`src/assert_macros.svh`:
```
// Assertion macros shared by the sorted list RTL.
// No dependencies; included inside module bodies.
`ifndef ASSERT_MACROS_SVH
`define ASSERT_MACROS_SVH

// Condition must hold at every clock edge out of reset
`define ASSERT_ALWAYS(label, cond, msg) \
    label: assert property (@(posedge i_clk) disable iff (!i_rst_n) (cond)) \
        else $error(msg);

// Antecedent implies consequent in the following cycle
`define ASSERT_NEXT(label, ante, cons, msg) \
    label: assert property (@(posedge i_clk) disable iff (!i_rst_n) (ante) |=> (cons)) \
        else $error(msg);

// Antecedent implies consequent in the same cycle
`define ASSERT_SAME(label, ante, cons, msg) \
    label: assert property (@(posedge i_clk) disable iff (!i_rst_n) (ante) |-> (cons)) \
        else $error(msg);

`endif

```
`src/slir_pkg.sv`:
```
// Package for the sorted list insert/remove block: codes, widths, cell structs.
// No dependencies.
package slir_pkg;

    localparam int CAPACITY_DEF = 16;
    localparam int VAL_W        = 32;
    localparam int CMD_W        = 2;
    localparam int POS_W        = 4;
    localparam int STATUS_W     = 2;
    localparam int COUNT_W      = 5;
    localparam int IN_TDATA_W   = 40;  // 38 bits of fields, padded to whole bytes
    localparam int OUT_TDATA_W  = 72;

    typedef enum logic [CMD_W-1:0] {
        CMD_INSERT = 2'd0,
        CMD_REMOVE = 2'd1,
        CMD_READ   = 2'd2
    } t_cmd;

    typedef enum logic [STATUS_W-1:0] {
        ST_OK        = 2'd0,
        ST_FULL      = 2'd1,
        ST_NOT_FOUND = 2'd2,
        ST_BEYOND    = 2'd3
    } t_status;

    // Broadcast from the control to every cell
    typedef struct packed {
        logic                    ins;
        logic                    rem;
        logic signed [VAL_W-1:0] value;
    } t_cell_ctl;

    // Compare results from one cell
    typedef struct packed {
        logic lt;   // occupied and stored value below the key
        logic hit;  // first occupied cell equal to the key
    } t_cell_stat;

endpackage

```
`src/sorted_list_insert_remove.sv`:
```
// Sorted list of signed 32-bit values over a row of compare-and-shift cells.
// Depends on slir_pkg, slir_cell and assert_macros.svh.
//
// Keeps up to CAPACITY values in ascending order. Every cell compares its value
// with the key of the beat in the same cycle and shifts once, so one beat is
// taken per clock and its result appears on the master side in the next cycle
// from an output register; a beat is refused only while that register holds a
// result that has not been taken. The row of cells sets this figure: the
// comparisons run in parallel and the found flag is a reduction over them.
module sorted_list_insert_remove #(
    parameter int CAPACITY = slir_pkg::CAPACITY_DEF
) (
    input  logic                                 i_clk,
    input  logic                                 i_rst_n,
    input  logic                                 i_s_tvalid,
    output logic                                 o_s_tready,
    // cmd[1:0], value[33:2], position[37:34], zero pad[39:38]
    input  logic [slir_pkg::IN_TDATA_W-1:0]      i_s_tdata,
    output logic                                 o_m_tvalid,
    input  logic                                 i_m_tready,
    // status[1:0], data[33:2], count[38:34], smallest[70:39], nonempty[71]
    output logic [slir_pkg::OUT_TDATA_W-1:0]     o_m_tdata
);
    import slir_pkg::*;
    `include "assert_macros.svh"

    localparam int CW = $clog2(CAPACITY + 1);
    localparam int RN = (CAPACITY < (1 << POS_W)) ? CAPACITY : (1 << POS_W);

    // Input beat fields
    logic [CMD_W-1:0]        w_cmd;
    logic signed [VAL_W-1:0] w_value;
    logic [POS_W-1:0]        w_pos;
    logic                    w_accept;

    assign w_cmd    = i_s_tdata[CMD_W-1:0];
    assign w_value  = i_s_tdata[CMD_W+VAL_W-1:CMD_W];
    assign w_pos    = i_s_tdata[CMD_W+VAL_W+POS_W-1:CMD_W+VAL_W];
    assign w_accept = i_s_tvalid && o_s_tready;

    // Occupancy and output register
    logic [CW-1:0]           r_count;
    logic [CW-1:0]           n_count;
    logic                    r_out_valid;
    logic [STATUS_W-1:0]     r_status;
    logic signed [VAL_W-1:0] r_data;
    logic [COUNT_W-1:0]      r_count_o;
    logic signed [VAL_W-1:0] r_smallest;
    logic                    r_nonempty;

    // Cell row
    t_cell_ctl               w_ctl;
    t_cell_stat              w_stat [CAPACITY];
    logic [CAPACITY-1:0]     w_hit;
    logic [CAPACITY-1:0]     w_lt;
    logic signed [VAL_W-1:0] w_val  [CAPACITY];
    logic signed [VAL_W-1:0] w_next [CAPACITY];
    logic                    w_full;
    logic                    w_found;

    assign w_full  = (r_count == CW'(CAPACITY));
    assign w_found = |w_hit;

    assign w_ctl.value = w_value;
    assign w_ctl.ins   = w_accept && (w_cmd == CMD_INSERT) && !w_full;
    assign w_ctl.rem   = w_accept && (w_cmd == CMD_REMOVE) && w_found;

    genvar g;
    generate
        for (g = 0; g < CAPACITY; g++) begin : g_cell
            logic                    w_occ;
            logic                    w_left_lt;
            logic signed [VAL_W-1:0] w_left_val;
            logic signed [VAL_W-1:0] w_right_val;

            assign w_occ = (CW'(g) < r_count);

            if (g == 0) begin : g_head
                assign w_left_lt  = 1'b1;
                assign w_left_val = w_value;
            end else begin : g_body
                assign w_left_lt  = w_stat[g-1].lt;
                assign w_left_val = w_val[g-1];
            end

            if (g == CAPACITY - 1) begin : g_tail
                assign w_right_val = '0;
            end else begin : g_mid
                assign w_right_val = w_val[g+1];
            end

            slir_cell u_cell (
                .i_clk       (i_clk),
                .i_ctl       (w_ctl),
                .i_occ       (w_occ),
                .i_left_lt   (w_left_lt),
                .i_left_val  (w_left_val),
                .i_right_val (w_right_val),
                .o_stat      (w_stat[g]),
                .o_val       (w_val[g]),
                .o_next      (w_next[g])
            );

            assign w_hit[g] = w_stat[g].hit;
            assign w_lt[g]  = w_stat[g].lt;
        end
    endgenerate

    // Read port over the addressable cells
    logic signed [VAL_W-1:0] w_rd_val;
    logic                    w_rd_ok;

    always_comb begin
        w_rd_val = '0;
        for (int k = 0; k < RN; k++) begin
            if (w_pos == POS_W'(k)) begin
                w_rd_val = w_val[k];
            end
        end
    end

    assign w_rd_ok = ({{(32-POS_W){1'b0}}, w_pos} < 32'(r_count)) &&
                     ({{(32-POS_W){1'b0}}, w_pos} < 32'(CAPACITY));

    // Result of the beat
    logic [STATUS_W-1:0]     w_status;
    logic signed [VAL_W-1:0] w_data;

    always_comb begin
        w_status = ST_OK;
        w_data   = '0;
        n_count  = r_count;
        case (w_cmd)
            CMD_INSERT: begin
                if (w_full) begin
                    w_status = ST_FULL;
                end else begin
                    n_count = r_count + CW'(1);
                end
            end
            CMD_REMOVE: begin
                if (w_found) begin
                    w_data  = w_value;
                    n_count = r_count - CW'(1);
                end else begin
                    w_status = ST_NOT_FOUND;
                end
            end
            CMD_READ: begin
                if (w_rd_ok) begin
                    w_data = w_rd_val;
                end else begin
                    w_status = ST_BEYOND;
                end
            end
            default: begin
            end
        endcase
    end

    // Occupancy counter
    always_ff @(posedge i_clk) begin
        if (!i_rst_n) begin
            r_count <= '0;
        end else if (w_accept) begin
            r_count <= n_count;
        end
    end

    // Output register
    always_ff @(posedge i_clk) begin
        if (!i_rst_n) begin
            r_out_valid <= 1'b0;
        end else if (w_accept) begin
            r_out_valid <= 1'b1;
        end else if (i_m_tready) begin
            r_out_valid <= 1'b0;
        end
    end

    always_ff @(posedge i_clk) begin
        if (w_accept) begin
            r_status   <= w_status;
            r_data     <= w_data;
            r_count_o  <= COUNT_W'(n_count);
            r_nonempty <= (n_count != '0);
            r_smallest <= (n_count != '0) ? w_next[0] : '0;
        end
    end

    assign o_s_tready = !r_out_valid || i_m_tready;
    assign o_m_tvalid = r_out_valid;
    assign o_m_tdata  = {r_nonempty, r_smallest, r_count_o, r_data, r_status};

    // Checks
    `ASSERT_ALWAYS(a_count_cap, r_count <= CW'(CAPACITY), "occupancy above capacity")
    `ASSERT_ALWAYS(a_one_hit, $onehot0(w_hit), "more than one first-equal cell")
    `ASSERT_SAME(a_lt_prefix, w_lt[1], w_lt[0], "below-key flags not a prefix")
    `ASSERT_NEXT(a_count_hold, !w_accept, $stable(r_count), "occupancy moved without a beat")

endmodule

```
`src/slir_cell.sv`:
```
// One cell of the sorted row: holds a value, compares it with the key and
// shifts left or right under the broadcast control. Depends on slir_pkg.
module slir_cell (
    input  logic                             i_clk,
    input  slir_pkg::t_cell_ctl              i_ctl,
    input  logic                             i_occ,
    input  logic                             i_left_lt,
    input  logic signed [slir_pkg::VAL_W-1:0] i_left_val,
    input  logic signed [slir_pkg::VAL_W-1:0] i_right_val,
    output slir_pkg::t_cell_stat             o_stat,
    output logic signed [slir_pkg::VAL_W-1:0] o_val,
    output logic signed [slir_pkg::VAL_W-1:0] o_next
);
    import slir_pkg::*;

    logic signed [VAL_W-1:0] r_val;
    logic signed [VAL_W-1:0] n_val;
    logic                    w_lt;
    logic                    w_eq;

    // Compare against the key
    assign w_lt = i_occ && (r_val < i_ctl.value);
    assign w_eq = i_occ && (r_val == i_ctl.value);

    assign o_stat.lt  = w_lt;
    assign o_stat.hit = w_eq && i_left_lt;

    // Insert opens a gap at the first cell not below the key;
    // remove closes the gap there by pulling from the right
    always_comb begin
        n_val = r_val;
        if (i_ctl.ins && !w_lt) begin
            n_val = i_left_lt ? i_ctl.value : i_left_val;
        end else if (i_ctl.rem && !w_lt) begin
            n_val = i_right_val;
        end
    end

    always_ff @(posedge i_clk) begin
        r_val <= n_val;
    end

    assign o_val  = r_val;
    assign o_next = n_val;

endmodule

```
`config.mk`:
```
export PLATFORM = sky130hd
export DESIGN_NAME = sorted_list_insert_remove
export DESIGN_NICKNAME = d
export VERILOG_FILES = /design/src/slir_pkg.sv /design/src/sorted_list_insert_remove.sv /design/src/slir_cell.sv
export VERILOG_INCLUDE_DIRS = /design/src /design/src/src
export SDC_FILE = /design/constraint.sdc
export NUM_CORES = 2
export LEC_CHECK = 0
export BUFFER_PORTS_ARGS = -buffer_cell sky130_fd_sc_hd__buf_4
export CORE_MARGIN = 4
export CORE_UTILIZATION = 45
export CTS_BUF_LIST = sky130_fd_sc_hd__clkbuf_8 sky130_fd_sc_hd__clkbuf_16
export CTS_CLUSTER_SIZE = 28
export DETAILED_ROUTE_END_ITERATION = 7
export GPL_ROUTABILITY_DRIVEN = 0
export PLACE_DENSITY_LB_ADDON = 0.2
export REMOVE_ABC_BUFFERS = 1
export SYNTH_ARGS = -nofsm -noshare
export SYNTH_HDL_FRONTEND = slang
export SYNTH_SLANG_ARGS = --single-unit
```
`constraint.sdc`:
```
create_clock -name i_clk -period 11.65 [get_ports i_clk]
set_clock_uncertainty 0.1 [all_clocks]
set_input_delay 2.9125 -clock i_clk [delete_from_list [all_inputs] [get_ports i_clk]]
set_output_delay 2.9125 -clock i_clk [all_outputs]
set_load 0.03 [all_outputs]
```
Yosys cells after proc, flatten, opt, wreduce, memory -nomap -nowiden
Index checks and enable logic that the tools add are counted.

Input bits: 44. Output and inout bits: 74. Logic and storage cells: 290. Register bits: 590.

Order comparisons: 33. $add $sub $neg: 2. Reductions and logical operators: 123. Muxes and demuxes: 75. Equal/unequal tests: 34.

Operators with widths (count): two-way mux 32 bit (65); == test 32 bit (16); less-than comparator 32 bit (16); logical AND 1 bit (84); one-hot mux 32 bit (2 select lines) (1); less-than comparator 4 x 5 -> 1 bit (first input constant) (8); == test 4 bit (second input constant) (8); nonzero test 2 bit (16); less-than comparator 3 x 5 -> 1 bit (first input constant) (4); logical NOT 1 bit (18); == test 4 x 3 -> 1 bit (second input constant) (4); OR reduction 16 bit (1); less-than comparator 1 x 5 -> 1 bit (first input constant) (2); less-than comparator 2 x 5 -> 1 bit (first input constant) (2); two-way mux 5 bit (2); one-hot mux 5 bit (2 select lines) (1); == test 4 x 2 -> 1 bit (second input constant) (2); one-hot mux 2 bit (3 select lines) (1); adder 5 x 1 -> 5 bit (second input constant) (1); == test 5 bit (second input constant) (1); less-than comparator 4 x 5 -> 1 bit (1); nonzero test 5 bit (1); subtractor 5 x 1 -> 5 bit (second input constant) (1); == test 4 x 1 -> 1 bit (second input constant) (1); other kinds (7) (10).

Depth between registers and ports, before layout
Depth in word-level cells: 19. Depth in mapped cells: 16. Gate-level depth less buffers: 14.

Modules after synthesis
A second synthesis with hierarchy kept.

Cells, all modules: 5420. Area total of the unflattened synthesis: 48988.2 um^2.

By module, submodules not included: slir_cell (instances 16, area each 2523.7 um^2, cells an instance 273, sequential area each 640.6 um^2); sorted_list_insert_remove (instances 1, area each 8609.5 um^2, cells an instance 1052, sequential area each 2282.2 um^2).

Worst setup path before layout
Ideal clock, no wire load.

Path type: in2reg. From: input port i_s_tdata[28] in the netlist's numbering. To: register g_cell[10].u_cell.r_val[0], enable pin. Setup time: 0.432 ns. Path buffers: 2. Arrival time: 8.548 ns. Path slack: 2.571 ns. Stages: 14. Data required time: 11.118 ns. Path through: clkbuf_1 clkinv_1 ha_1 a21o_1 a2111oi_0 a21oi_1 or4b_1 or4_1 o211ai_1 nor4_1 a21oi_1 o21ai_0 clkbuf_1 a21oi_1.

Word-level cells in the longest chain between the ends: 7. Elaborated cells on any way between the ends: 83. Classes of those cells: order compare: 15; eq/ne: 16; reduce/logical: 52.

Ends and longest elaborated chain: from (decl) (line sorted_list_insert_remove.sv:18) `input logic [slir_pkg::IN_TDATA_W-1:0] i_s_tdata,`; less-than comparator 32 bit or == test 32 bit (tied branches) (line slir_cell.sv:22, slir_cell.sv:23); logical AND 1 bit (on tied branches) (line slir_cell.sv:22, slir_cell.sv:23); logical AND 1 bit (line slir_cell.sv:26) `assign o_stat.hit = w_eq && i_left_lt;`; OR reduction 16 bit (line sorted_list_insert_remove.sv:62) `assign w_found = |w_hit;`; logical AND 1 bit (line sorted_list_insert_remove.sv:66) `assign w_ctl.rem = w_accept && (w_cmd == CMD_REMOVE) && w_found;`; logical AND 1 bit (line slir_cell.sv:34) `end else if (i_ctl.rem && !w_lt) begin`; nonzero test 2 bit (no source line) *; to (signal assigned) (line slir_cell.sv:40) `r_val <= n_val;`; to (decl) (line slir_cell.sv:16) `logic signed [VAL_W-1:0] r_val;`.

Every way passes the cells marked *; elsewhere a longest branch is shown, timed or not. A chain may end at the register's enable or synchronous reset.

Worst setup path in the final report
From: input port i_s_tdata[29] in the netlist's numbering. To: register r_smallest[22], data pin.

Word-level cells in the longest chain between the ends: 8. Elaborated cells on any way between the ends: 87. Classes of those cells: order compare: 15; eq/ne: 16; mux: 4; reduce/logical: 52.

Ends and longest elaborated chain: parallel branches: the longest is 8 deep, another holds less-than comparator 32 bit; to (signal assigned) (line sorted_list_insert_remove.sv:187) `r_smallest <= (n_count != '0) ? w_next[0] : '0;`; to (decl) (line sorted_list_insert_remove.sv:48) `logic signed [VAL_W-1:0] r_smallest;`.

Several ways; the timed one is not identified.

==> results.tsv <==
stage	metric	value	unit
setup_path	crit_family	compound AO/OA/AOI/OAI gates	
synthesis	async_flop_share	0	%
synthesis	synth_ff_type	edfxtp_1	
synthesis	synth_seq_cells	590	
pwr	p_per_area	126	nW/µm²
sta	final_critical_path_setup_slack	2.48	ns
cts	cts_setup_buffers	0	
sta	rsz0062_at_grt	no	
synthesis	ys_warn_count	0	
sta	period_share	78.7	%
routing	drtIter0Drc	5205	
cts	clk_pin_slew	0.05	ns
layout	fillers	9234	
grt	grt_pass1_wl	252000	µm
sta	min_period	9.17	ns
cts	clockRootBuffer	clkbuf_16	
floorplan	core	98300	µm²
placed_design	placed_area	47000	µm²
routing	vias	40900	
floorplan	start_util	45.3	%
routing	finalWirelength	174000	µm
floorplan	die_x	322	µm
layout	multi_input_area	26100	µm²
setup_path	cp_max_fo	33	
layout	layout_commonest_cell	a21oi_1	
setup_path	cpPeakStageDelay	1.20	ns
setup_path	startpoint	i_s_tdata[29]	
synthesis	synthCells	4867	
run	max_cap_viol_count	0	
routing	ant_nets	0	
cts	clk_latency	0.67	ns
outcome	outcome	completed	
grt	grt_pass1_vias	38100	
cts	cts_max_path_buffers	3	
setup_path	critPathArrivalTime	9.43	ns
setup_path	start_kind	primary input	
min_path	worstHoldStart	o_m_tvalid	
sta	holdWs	0.431	ns
setup_path	worst_r2r_path_depth	13	
setup_path	path_cells	buf_4, clkinv_1, ha_1, nand4_1, nor4_1, o311a_1, nor3_1, mux2i_1, a211oi_1, o221ai_1, o311a_1, o211ai_2, a2111oi_4, buf_4, a21boi_2	
floorplan	pin_count	118	
layout	fin_area	49400	µm²
floorplan	rows	115	
routing	drc	0	
placed_design	dp_hpwl	125000	µm
sta	slew_headroom	4.18	%
sta	worst_pin_slew	1.42	ns
sta	finalHoldViolations	0	
synthesis	yosys.cell_types.count	87	
sta	fin_tns_setup	0	ns
pwr	ir_worst_vdd	0.000127	V
cts	tritoncts	built	
layout	final_cell_count_no_fill	6221	
layout	layout_common_cells	a21oi_1, nor2_1, edfxtp_1	
synthesis	synth_edf_count	552	
pwr	p_leak	19.2	nW
synthesis	ys_seq_area_share	39.0	%
min_path	hold_path_class	reg2reg	
placed_design	dp_cells	6081	
grt	overflow	0	
sta	setup_viol	0	
setup_path	cp-end-kind	flop	
layout	fin_nets	5437	
routing	avgViaCountPerCell	6.57	
setup_path	critical_path.slowest_cell	nor4_1	
setup_path	path_class	in2reg	
placed_design	port_buffers	115	
setup_path	rr_endpoint	r_smallest[22]	
cts	cts.sinks	590	
grt	grtUsageTotal	32.3	%
setup_path	endpoint	r_smallest[22]	
synthesis	avgSynthCellArea	9.14	µm²
setup_path	crit_cells	15	
floorplan	dieArea	104000	µm²
routing	wl_per_cell	27.9	µm
placed_design	dp_slack	2.13	ns
cts	numCtsBuffers	75	
grt	grt_antenna_before_repair	4	
sta	final_max_slew_viol_count	0	
layout	layout-drive-gt1-share	9.18	%
setup_path	rrSetupSlack	5.43	ns
layout	register_area	17300	µm²
cts	hold_buffers	0	
sta	max_freq	109	MHz
floorplan	fp.dieH	322	µm
cts	post_cts_resized	0	
setup_path	crit_buf_inv	3	
synthesis	synth.cell_area	44500	µm²
setup_path	required	11.91	ns
grt	grt_max_degree	66	
cts	cts-htree-levels	3	
routing	drt_first_pass_iters	8	
layout	area_growth	11.1	%
setup_path	reg2reg_from	g_cell[13].u_cell.o_val[31]	
==> synth_stat cells, drive strengths merged, types with 11 or more instances <==
cell      n  area share [%]
clkinv   32            0.27
mux2     11            0.28
a21o     98             1.7
nor2b    48            0.67
and2     11            0.15
edfxtp  552              37
buf      21            0.27
inv      56            0.47
nand4   128             1.8
a21boi   36            0.85
a221oi   26            0.51
dfxtp    38             1.7
o22ai    13            0.18
or3      14            0.20
a222oi   26            0.58
mux2i   275             6.2
nand2   223             1.9
ha      522              15
a22oi   127             2.1
a31oi    33            0.46
o21a     14            0.24
and3     19            0.27
nand3    98             1.1
or2      12            0.17
nor4     21            0.30
nor2    815             6.9
o21ai   218             2.5
nor3     51            0.57
clkbuf  272             2.3
a21oi   856             9.6
nand2b   26            0.37
o211ai   20            0.36
a211oi   26            0.44
==> cell type report <==
cell class	instances	share of cell area (%)
antenna	2	0.0101
clock buffer	80	3.98
clock inverter	58	0.830
inverter	88	0.673
multi-input combinational	3896	52.8
sequential	590	35.1
tap	1287	3.26
timing repair buffer	220	3.34
==> metrics by stage <==
| step | util (%) | power [mW] |
|---|---|---|
| global route | 50.3 | 6.44 |
| detailed placement | 47.9 | 3.89 |
| CTS | 50.3 | 6.21 |
| finish | 50.3 | 6.21 |
| global placement | 47.9 | 3.86 |
| floorplan | - | 3.41 |
==> logic make-up (layout without fill, tap and decap cells) <==
group	Yosys count	after routing	share of synthesized area, %
other cells	0	2	0
compound gates	1587	1587	21.5
buf+inv	381	446	3.31
mux	286	286	6.46
fa+ha+maj	522	522	14.7
xor+xnor	5	5	0.0984
simple gates	1496	1496	14.9
flops	590	590	39.0
==> sequential cells by signal (all words and copies together) (netlist names) <==
signal               cells
g_cell.u_cell.o_val    512
r_status                 2
o_m_tvalid               1
r_nonempty               1
r_smallest              32
r_data                  32
r_count                  5
r_count_o                5
==> worst register-to-register path, cell delays in order, from the launching register on <==
cell and delay, ns:
edfxtp_1 0.44, ha_1 0.43, nand4_1 0.21, nor4_1 1.21, o311a_1 0.40, nor3_1 0.09
mux2i_1 0.95, a211oi_1 0.17, o221ai_1 0.38, o311a_1 0.28, o211ai_2 0.13, a2111oi_4 0.38
buf_4 0.57, a21boi_2 0.20
==> where the power goes <==
part	switching (mW)	internal, mW
sequential	0.158	2.47
clock	0.997	1.33
combinational	0.804	0.455
==> worst min path at each step <==
stage,to,slack [ns],depth (start not counted)
after floorplan,g_cell[0].u_cell.o_val[0],0.46,2
after global placement,o_m_tvalid,0.41,2
after detailed placement,o_m_tvalid,0.43,2
after CTS,o_m_tvalid,0.43,2
after global routing,o_m_tvalid,0.47,2
final,o_m_tvalid,0.43,2
==> routing by layer <==
layer / share of wire (%) / GRT usage (%) / vias up
met4: 5.5 / 15.2 / 0
met2: 44 / 50.4 / 2349
met1: 40 / 43.2 / 19600
met5: 0 / 0 / -
li1: - / - / 18400
met3: 10 / 6.68 / 493
Note: power is estimated with default switching activity, not from simulation.
